--- config.mk ---
export PLATFORM = sky130hd
export DESIGN_NAME = clut_ram
export DESIGN_NICKNAME = d
export VERILOG_FILES = /design/src/rtl/clut_ram.sv
export SDC_FILE = /design/constraint.sdc
export NUM_CORES = 1
export LEC_CHECK = 0
export BUFFER_PORTS_ARGS = -buffer_cell sky130_fd_sc_hd__buf_4
export CAP_MARGIN = 20
export CELL_PAD_IN_SITES_DETAIL_PLACEMENT = 0
export CELL_PAD_IN_SITES_GLOBAL_PLACEMENT = 1
export CORE_UTILIZATION = 32
export DETAILED_ROUTE_END_ITERATION = 10
export PLACE_DENSITY = 0.49
export SKIP_LAST_GASP = 1
export SYNTH_ARGS = -nofsm -noshare
export SYNTH_HDL_FRONTEND = slang
export SYNTH_SLANG_ARGS = --single-unit
export TNS_END_PERCENT = 1
--- constraint.sdc ---
create_clock -name clk_i -period 1.9 [get_ports clk_i]
set_input_delay 0.19 -clock clk_i [delete_from_list [all_inputs] [get_ports clk_i]]
set_output_delay 0.19 -clock clk_i [all_outputs]
set_load 0.005 [all_outputs]
--- src/rtl/clut_ram.sv ---
// Generic single-write, single-read RAM with registered read data.
module clut_ram #(
  parameter int WIDTH = 8,
  parameter int DEPTH = 16
) (
  input  logic                     clk_i,
  input  logic                     we_i,
  input  logic [$clog2(DEPTH)-1:0] waddr_i,
  input  logic [WIDTH-1:0]         wdata_i,
  input  logic                     re_i,
  input  logic [$clog2(DEPTH)-1:0] raddr_i,
  output logic [WIDTH-1:0]         rdata_o
);

  logic [WIDTH-1:0] mem_q [DEPTH];
  logic [WIDTH-1:0] rdata_q;

  always_ff @(posedge clk_i) begin
    if (we_i) begin
      mem_q[waddr_i] <= wdata_i;
    end
    if (re_i) begin
      rdata_q <= mem_q[raddr_i];
    end
  end

  assign rdata_o = rdata_q;

endmodule

==> impl_metrics.tcl, run 1 <==
set metrics [dict create \
    cts_resized 0 \
    ctsHoldBuffers 0 \
    critPathBufInv 0 \
    gp_congestion 0.6803 \
    first_iter_violations 185 \
    rows 46 \
    worst_pin_slew_ns 0.4441 \
    dieWidth_um 129.8 \
    skew_ns 0.005968 \
    critical_path_class "reg2reg" \
    drv_slew 0 \
    hold-worst-slack_ns 0.08525 \
    layout.cells.non_filler 517 \
    arrival_ns 1.70 \
    grt-ovfl-total 0 \
    clkTransAtPathRegs_ns 0.06 \
    fp.dieH_um 129.8 \
    clockRootBuffer "clkbuf_16" \
    cp-start-kind "flip-flop" \
    maxCapViolCount 0 \
    nNetsFinal 307 \
    first_global_vias 2562 \
    num_vias 2449 \
    yosys_warnings 0 \
    grt_antenna_before_repair 0 \
    drc 0 \
    yosysTopAreaCell "edfxtp_1" \
    dpl.hpwl_um 6982 \
    fin_area_mm2 0.006434 \
    crit_chain "mux4_2, a22oi_1, nand2_1" \
    portBuffers 26 \
    clkSinkCount 136 \
    dieArea_mm2 0.01685 \
    fillers 1424 \
    postSynthCellCount 229 \
    detail_route.wl_per_cell_um 21.14 \
    cts_max_path_buffers 2 \
    crit_path_end_kind "flip-flop" \
    rsz0062_at_grt "no" \
    synth_top_area_share_pct 78.12 \
    fin_tns_setup_ns 0 \
    relSlewSlack_pct 70.39 \
    syn_nets 248 \
    worstPathMaxFanout 1 \
    worstSkewPairLatency_ns 0.41 \
    yosysSeqAreaShare_pct 78.12 \
    cts_tree "built" \
    ys_types 18 \
    grt_pass1_wl_um 16430 \
    fin_crit_sh_pct 82.03 \
    p_leak_nw 2.166 \
    placedInstanceArea_mm2 0.005824 \
    start_util_pct 32.79 \
    worstPathRequired_ns 2.04 \
    finalHoldViolCount 0 \
    post-cts-setup-buffers 0 \
    total_power_mw 7.105 \
    path_delay_family "multiplexers" \
    hold_path_class "in2reg" \
    period_minus_slack_ns 1.559 \
    crit_slowest_cell "mux4_2" \
    ys_top_cells_by_area "edfxtp_1, mux4_2, mux4_1" \
    finalWirelength_um 10930 \
    crit_path_max_incr_delay_ns 0.47 \
    drt_first_pass_iters 4 \
    area_growth_pct 23.07 \
    max_freq_ghz 0.6416 \
    n_antenna_cell 0 \
    core_area_mm2 0.01594 \
    dp.cells 485 \
    pwr_density_cell_mw_per_mm2 1104 \
    ant_nets 0 \
    grt_max_degree 19 \
    grt_usage_pct 14.57 \
    synthesis.area_mm2 0.005228 \
    ir_drop_mv 0.5632 \
    ios 27 \
    ys_seq_elements 136 \
    setup_viol 0 \
    status "finished, final reports clean" \
    avgViaCountPerCell 4.737 \
    syn_avg_cell_area_um2 22.83 \
    drive_above_1_share_pct 32.56 \
    cts_buffers 17 \
    htree_num_levels 4 \
]
[worst paths after layout]
path,start,endpoint,slack [ns],cells past startpoint
worst max-delay path,mem_q[3][6],rdata_o[6],0.34,3
worst min-delay path,wdata_i[3],mem_q[4][3],0.09,1
worst max register to register,mem_q[3][6],rdata_o[6],0.34,3
worst min register to register,mem_q[14][3],rdata_o[3],0.74,3
[synth_stat cells (all sizes together)]
| cell type | instances |
|---|---|
| nand3 | 1 |
| nor2b | 1 |
| edfxtp | 136 |
| nand2 | 9 |
| nor3 | 4 |
| nand3b | 2 |
| nand2b | 2 |
| and2 | 1 |
| clkdlybuf4s25 | 3 |
| nor2 | 13 |
| or3b | 1 |
| a22oi | 16 |
| mux4 | 32 |
| and2b | 1 |
| buf | 7 |
[flip-flops by register name (all words and copies together), names as in the netlist]
signal and flops:
mem_q 128, rdata_o 8
[final cells by class]
| class | count | area (um2) | area share [%] |
|---|---|---|---|
| Multi-Input combinational cell | 83 | 1057 | 16.43 |
| Tap cell | 216 | 270.3 | 4.201 |
| Clock inverter | 14 | 180.2 | 2.800 |
| Sequential cell | 136 | 4084 | 63.48 |
| Timing Repair Buffer | 50 | 412.9 | 6.418 |
| Clock buffer | 18 | 429.2 | 6.671 |
[per-layer routing]
layer	GRT usage, %	wire [um]	up-vias
li1	-	-	1098
met1	19.32	4971	1262
met2	22.46	5172	82
met3	4.674	658	7
met4	5.335	128	0
met5	0	0	-
[logic make-up after synthesis]
kind of cell | after synthesis | share of synthesized area (%)
buf+inv | 10 | 1.651
flops | 136 | 78.12
simple gates | 35 | 3.136
compound gates | 16 | 2.298
mux | 32 | 14.79
[placed cells by master (no fill, tap or decap), drive strengths merged]
| master | netlist | layout |
|---|---|---|
| edfxtp | 136 | 136 |
| nor2 | 13 | 13 |
| nand2b | 2 | 2 |
| inv | 0 | 1 |
| and2 | 1 | 1 |
| clkbuf | 0 | 18 |
| or3b | 1 | 1 |
| bufinv | 0 | 4 |
| nor2b | 1 | 1 |
| nand3b | 2 | 2 |
| clkinv | 0 | 7 |
| nand3 | 1 | 1 |
| nor3 | 4 | 4 |
| mux4 | 32 | 32 |
| buf | 7 | 50 |
| clkinvlp | 0 | 2 |
| and2b | 1 | 1 |
| nand2 | 9 | 9 |
| a22oi | 16 | 16 |
[metrics by stage]
step | util [%] | setup slack (ns)
2_1_floorplan | - | 0.2171
3_3_place_gp | 36.53 | 0.1351
3_5_place_dp | 36.53 | 0.1485
4_1_cts | 40.35 | 0.3481
5_1_grt | 40.35 | 0.2899
6_report | 40.35 | 0.3415
[report_power, final]
group          leakage [nW]  switching (mW)  internal (mW)
Combinational         0.635           0.183          0.159
Sequential             1.24          0.0167           3.38
Clock                 0.295            1.19           2.18
Note: power is estimated with default switching activity, not from simulation.
==> run 2: changes to the inputs <==
==> constraint.sdc (replaced) <==
create_clock -name clk_i -period 1.6 [get_ports clk_i]
set_input_delay 0.16 -clock clk_i [delete_from_list [all_inputs] [get_ports clk_i]]
set_output_delay 0.16 -clock clk_i [all_outputs]
set_load 0.005 [all_outputs]
==> run 2 against run 1 <==
  * Power increased by 13%
  * Final cell count rose by 0.19%
  * First-iteration DRC count is 16% lower
  * Die area is the same
  * Clock-buffer cell count up 4
  * Via count shrank 1.1%
  * Non-clock buffer count grew 1
  * Fmax up 3.1%
  * Hold slack got worse by 0.030 ns
  * Worst setup slack got worse by 0.25 ns
  * Sequential share of layout area grew 0.49 points
==> impl_metrics.tcl, run 2 (same netlist as run 1, synthesis figures left out) <==
set metrics [dict create \
    hold-worst-slack_ns 0.05540 \
    power.switching_mw 1.561 \
    worstPathRequired_ns 1.75 \
    status "finished, final reports clean" \
    worstSkewPairLatency_ns 0.41 \
    start_util_pct 32.79 \
    finalWirelength_um 10650 \
    worstPathMaxFanout 1 \
    rsz0062_at_grt "no" \
    first_iter_violations 155 \
    p_clk_share_pct 44.7 \
    dieArea_mm2 0.01685 \
    combPwrFrac_pct 5.1 \
    nNetsFinal 308 \
    avgViaCountPerCell 4.678 \
    cts_resized 0 \
    pwr_density_cell_mw_per_mm2 1259 \
    area_growth_pct 22.14 \
    core_area_mm2 0.01594 \
    ctsHoldBuffers 0 \
    cts_buffers 17 \
    final_common_cell "edfxtp_1" \
    ios 27 \
    ant_nets 0 \
    top_register "mem_q" \
    worst_pin_slew_ns 0.8478 \
    fillers 1450 \
    drt_first_pass_iters 4 \
    grt-ovfl-total 0 \
    max_freq_ghz 0.6614 \
    relSlewSlack_pct 43.27 \
    grt_pass1_wl_um 16430 \
    grt_max_degree 19 \
    clockRootBuffer "clkbuf_16" \
    clkTransAtPathRegs_ns 0.05 \
    setup_viol 0 \
    largest_reg_flops 128 \
    drc 0 \
    htree_num_levels 4 \
    cts_max_path_buffers 2 \
    p_leak_nw 2.140 \
    drive_above_1_share_pct 31.79 \
    grt_antenna_before_repair 0 \
    ir_drop_mv 0.7791 \
    num_vias 2423 \
    fp.dieH_um 129.8 \
    period_minus_slack_ns 1.512 \
    post-cts-setup-buffers 0 \
    fin_tns_setup_ns 0 \
    dpl.hpwl_um 7034 \
    critical_path_class "reg2reg" \
    finalHoldViolCount 0 \
    dieWidth_um 129.8 \
    power.internal_mw 6.475 \
    hold_path_class "in2reg" \
    clkSinkCount 136 \
    n_antenna_cell 0 \
    gp_congestion 0.6740 \
    crit_path_end_kind "flip-flop" \
    cp-start-kind "flip-flop" \
    dp.cells 486 \
    seqPwrFrac_pct 50.2 \
    first_global_vias 2601 \
    rows 46 \
    skew_ns 0.01286 \
    layout_common_cells "edfxtp_1, buf_4, mux4_2, clkbuf_16, a22oi_1" \
    switching_share_pct 19.43 \
    portBuffers 26 \
    grt_usage_pct 14.47 \
    fin_crit_sh_pct 94.49 \
    detail_route.wl_per_cell_um 20.57 \
    layout.cells.non_filler 518 \
    cts_tree "built" \
    drv_slew 0 \
    arrival_ns 1.66 \
    maxCapViolCount 0 \
]
==> run 2: cell count changes in the layout (fill, tap and decap cells not counted), sizes merged <==
cell / change
clkinvlp: -1
inv: -1
bufinv: -2
buf: +1
clkbuf: +4
==> run 2: cell type report <==
| type | count | area [um2] | share of cell area (%) |
|---|---|---|---|
| Timing Repair Buffer | 51 | 420.4 | 6.584 |
| Multi-Input combinational cell | 83 | 1062 | 16.64 |
| Sequential cell | 136 | 4084 | 63.96 |
| Tap cell | 216 | 270.3 | 4.233 |
| Clock buffer | 22 | 444.2 | 6.957 |
| Clock inverter | 10 | 103.9 | 1.627 |
==> run 2: worst paths after layout <==
path	from	cells after the start	slack (ns)	to
worst max register to register	mem_q[3][4]	4	0.09	rdata_o[4]
worst min-delay path	re_i	1	0.06	rdata_o[1]
worst min register to register	mem_q[4][7]	3	0.77	rdata_o[7]
worst max-delay path	mem_q[3][4]	4	0.09	rdata_o[4]
==> run 2: worst max-delay path, cell delays in order (launching register included) <==
cell and delay, ns:
edfxtp_1 0.36, mux4_2 0.47, a22oi_1 0.20, buf_4 0.15, nand2_1 0.07
==> run 2: power groups by stage <==
stage / logic (mW) / registers, mW / clock network, mW
after floorplan: 0.203 / 4.10 / 0
after global placement: 0.420 / 4.11 / 0
after detailed placement: 0.422 / 4.11 / 0
after CTS: 0.424 / 4.04 / 3.67
after global routing: 0.449 / 4.04 / 3.84
final: 0.406 / 4.04 / 3.60
==> run 2: per-layer routing <==
metal | vias to the layer above | wire length, um | share of wire [%] | track usage [%]
met5 | - | 0 | 0 | 0
met4 | 0 | 93 | 0.87 | 5.951
met3 | 4 | 421 | 4.0 | 4.059
met2 | 51 | 5281 | 50 | 22.62
met1 | 1265 | 4856 | 46 | 19.08
li1 | 1103 | - | - | -
==> run 2: through the flow <==
| step | util [%] | total power [mW] | setup WS [ns] | instance area (um2) |
|---|---|---|---|---|
| floorplan | - | 4.308 | 0.1576 | 5233 |
| global placement | 36.61 | 4.527 | -0.1996 | 5837 |
| detailed placement | 36.61 | 4.531 | -0.2025 | 5837 |
| CTS | 40.05 | 8.132 | 0.05909 | 6385 |
| global route | 40.05 | 8.330 | 0.003420 | 6385 |
| finish | 40.05 | 8.037 | 0.08808 | 6385 |
==> run 3: changes to the inputs <==
--- a/config.mk
+++ b/config.mk
@@ -5,13 +5,14 @@
 export SDC_FILE = /design/constraint.sdc
 export NUM_CORES = 1
 export LEC_CHECK = 0
+export ABC_AREA = 1
 export BUFFER_PORTS_ARGS = -buffer_cell sky130_fd_sc_hd__buf_4
 export CAP_MARGIN = 20
 export CELL_PAD_IN_SITES_DETAIL_PLACEMENT = 0
 export CELL_PAD_IN_SITES_GLOBAL_PLACEMENT = 1
 export CORE_UTILIZATION = 32
 export DETAILED_ROUTE_END_ITERATION = 10
-export PLACE_DENSITY = 0.49
+export PLACE_DENSITY = 0.53
 export SKIP_LAST_GASP = 1
 export SYNTH_ARGS = -nofsm -noshare
 export SYNTH_HDL_FRONTEND = slang
==> run 3 against run 2 <==
  * Cell area grew 7.3%
  * Power fell by 3.1%
  * Highest routed layer unchanged
  * Fmax grew 28%
  * Non-clock buffer count down 3
  * Clock skew shrank 0.0079 ns
  * Largest power group unchanged
  * Critical path depth fell by 3
  * Worst setup slack better by 0.33 ns
  * Wire length rose by 31%
  * Clock power fell by 10%
  * Combinational power grew 25%
  * Largest cell class unchanged
  * Hold slack gained 0.0048 ns
  * Core utilization down 1.9 points
==> impl_metrics.tcl, run 3 <==
set metrics [dict create \
    crit_chain "buf_4" \
    yosys_warnings 0 \
    period_minus_slack_ns 1.182 \
    fin_crit_sh_pct 73.90 \
    synth_ff_type "edfxtp_1" \
    worst_pin_slew_ns 0.6683 \
    setup_viol 0 \
    fin_tns_setup_ns 0 \
    placedInstanceArea_mm2 0.006377 \
    ctsHoldBuffers 0 \
    avgViaCountPerCell 4.512 \
    grt_antenna_before_repair 0 \
    n_antenna_cell 0 \
    largest_reg_flops 128 \
    portBuffers 26 \
    drv_slew 0 \
    layout_common_cells "nand2_1, edfxtp_1, inv_1, nand3_1, buf_4" \
    grt_max_degree 55 \
    synth_common_cells "nand2_1, edfxtp_1, inv_1" \
    seqPwrFrac_pct 51.9 \
    gp_congestion 0.7424 \
    crit_slowest_cell "edfxtp_1" \
    worstSkewPairLatency_ns 0.42 \
    p_leak_nw 2.919 \
    relSlewSlack_pct 55.38 \
    max_freq_ghz 0.8457 \
    post-cts-setup-buffers 0 \
    critical_path_class "reg2out" \
    nNetsFinal 613 \
    clkSinkCount 136 \
    synth_top_area_share_pct 69.85 \
    dieArea_mm2 0.01882 \
    first_global_vias 3620 \
    drc 0 \
    finalWirelength_um 13950 \
    start_util_pct 32.55 \
    final_common_cell "nand2_1" \
    syn_avg_cell_area_um2 10.61 \
    cts_tree "built" \
    skew_ns 0.004976 \
    detail_route.wl_per_cell_um 16.73 \
    area_growth_pct 17.23 \
    ys_seq_elements 136 \
    arrival_ns 1.02 \
    pwr_density_cell_mw_per_mm2 1136 \
    path_delay_family "flip-flops" \
    status "finished, final reports clean" \
    cp-start-kind "flip-flop" \
    dpl.hpwl_um 8688 \
    grt-ovfl-total 0 \
    rsz0062_at_grt "no" \
    switching_share_pct 21.69 \
    power.switching_mw 1.689 \
    dieWidth_um 137.2 \
    synthesis.area_mm2 0.005847 \
    rows 49 \
    syn_nets 570 \
    cts_buffers 17 \
    power.internal_mw 6.099 \
    post-route-util_pct 38.16 \
    ant_nets 0 \
    first_iter_violations 203 \
    cts_max_path_buffers 2 \
    num_vias 3763 \
    synth-edff-count 136 \
    hold-worst-slack_ns 0.06022 \
    async_flop_share_pct 0 \
    ir_drop_mv 0.6826 \
    htree_num_levels 4 \
    clockRootBuffer "clkbuf_16" \
    top_register "mem_q" \
    ys_types 11 \
    fp.dieH_um 137.2 \
    grt_usage_pct 16.30 \
    worstPathMaxFanout 1 \
    drt_first_pass_iters 6 \
    postSynthCellCount 551 \
    fin_area_mm2 0.006854 \
    yosysSeqAreaShare_pct 69.85 \
    p_clk_share_pct 41.6 \
    combPwrFrac_pct 6.5 \
    worstPathRequired_ns 1.44 \
    hold_path_class "in2reg" \
    ys_top_cells_by_area "edfxtp_1, nand2_1, nand3_1" \
    critPathBufInv 1 \
    grt_pass1_wl_um 21620 \
    drive_above_1_share_pct 11.40 \
    clkTransAtPathRegs_ns 0.05 \
    core_area_mm2 0.01796 \
    yosysTopAreaCell "edfxtp_1" \
    maxCapViolCount 0 \
    ios 27 \
    cts_resized 0 \
    crit_path_end_kind "output pin" \
    crit_path_max_incr_delay_ns 0.44 \
    yosysMostFrequentCell "nand2_1" \
    finalHoldViolCount 0 \
]
[run 3: area by class of cell]
class                   count  area [um2]
fillers                  1787       11110
flip-flops and latches    136        4084
multi-input cells         289        1214
clock buffers              21       440.4
repair buffers             48       410.4
inverters                 102       382.9
well taps                 229       286.5
clock inverters             9       36.28
[run 3: layer usage]
metal	part of all wire, %	wire (um)	track usage (%)
met5	0	0	0
met4	1.9	267	7.082
met3	3.2	450	2.833
met2	47	6530	25.95
met1	48	6703	21.84
[run 3: worst paths after layout]
path,startpoint,end,slack [ns],cells past startpoint
worst max-delay path,rdata_o[2],rdata_o[2],0.42,1
worst max register to register,mem_q[13][7],rdata_o[7],0.49,6
worst min register to register,mem_q[2][4],rdata_o[4],0.75,6
worst min-delay path,wdata_i[0],mem_q[3][0],0.06,1
[run 3: logic make-up after synthesis]
family | after synthesis | share of synthesized area (%)
buffers and inverters | 126 | 9.394
flip-flops | 136 | 69.85
AND/OR/NAND/NOR | 289 | 20.76
[run 3: per-stage QoR]
stage | instances | power (mW) | setup slack (ns)
floorplan | 551 | 4.389 | 0.4892
global placement | 804 | 4.636 | 0.1419
detailed placement | 804 | 4.636 | 0.1239
CTS | 834 | 7.875 | 0.4025
global route | 834 | 8.067 | 0.3741
finish | 834 | 7.788 | 0.4176
[run 3: power by group through the flow]
stage          registers [mW]  clock network (mW)  logic (mW)
3_5_place_dp             4.11                   0       0.521
2_1_floorplan            4.11                   0       0.281
4_1_cts                  4.04                3.31       0.523
3_3_place_gp             4.11                   0       0.522
5_1_grt                  4.05                3.45       0.572
6_report                 4.04                3.24       0.506
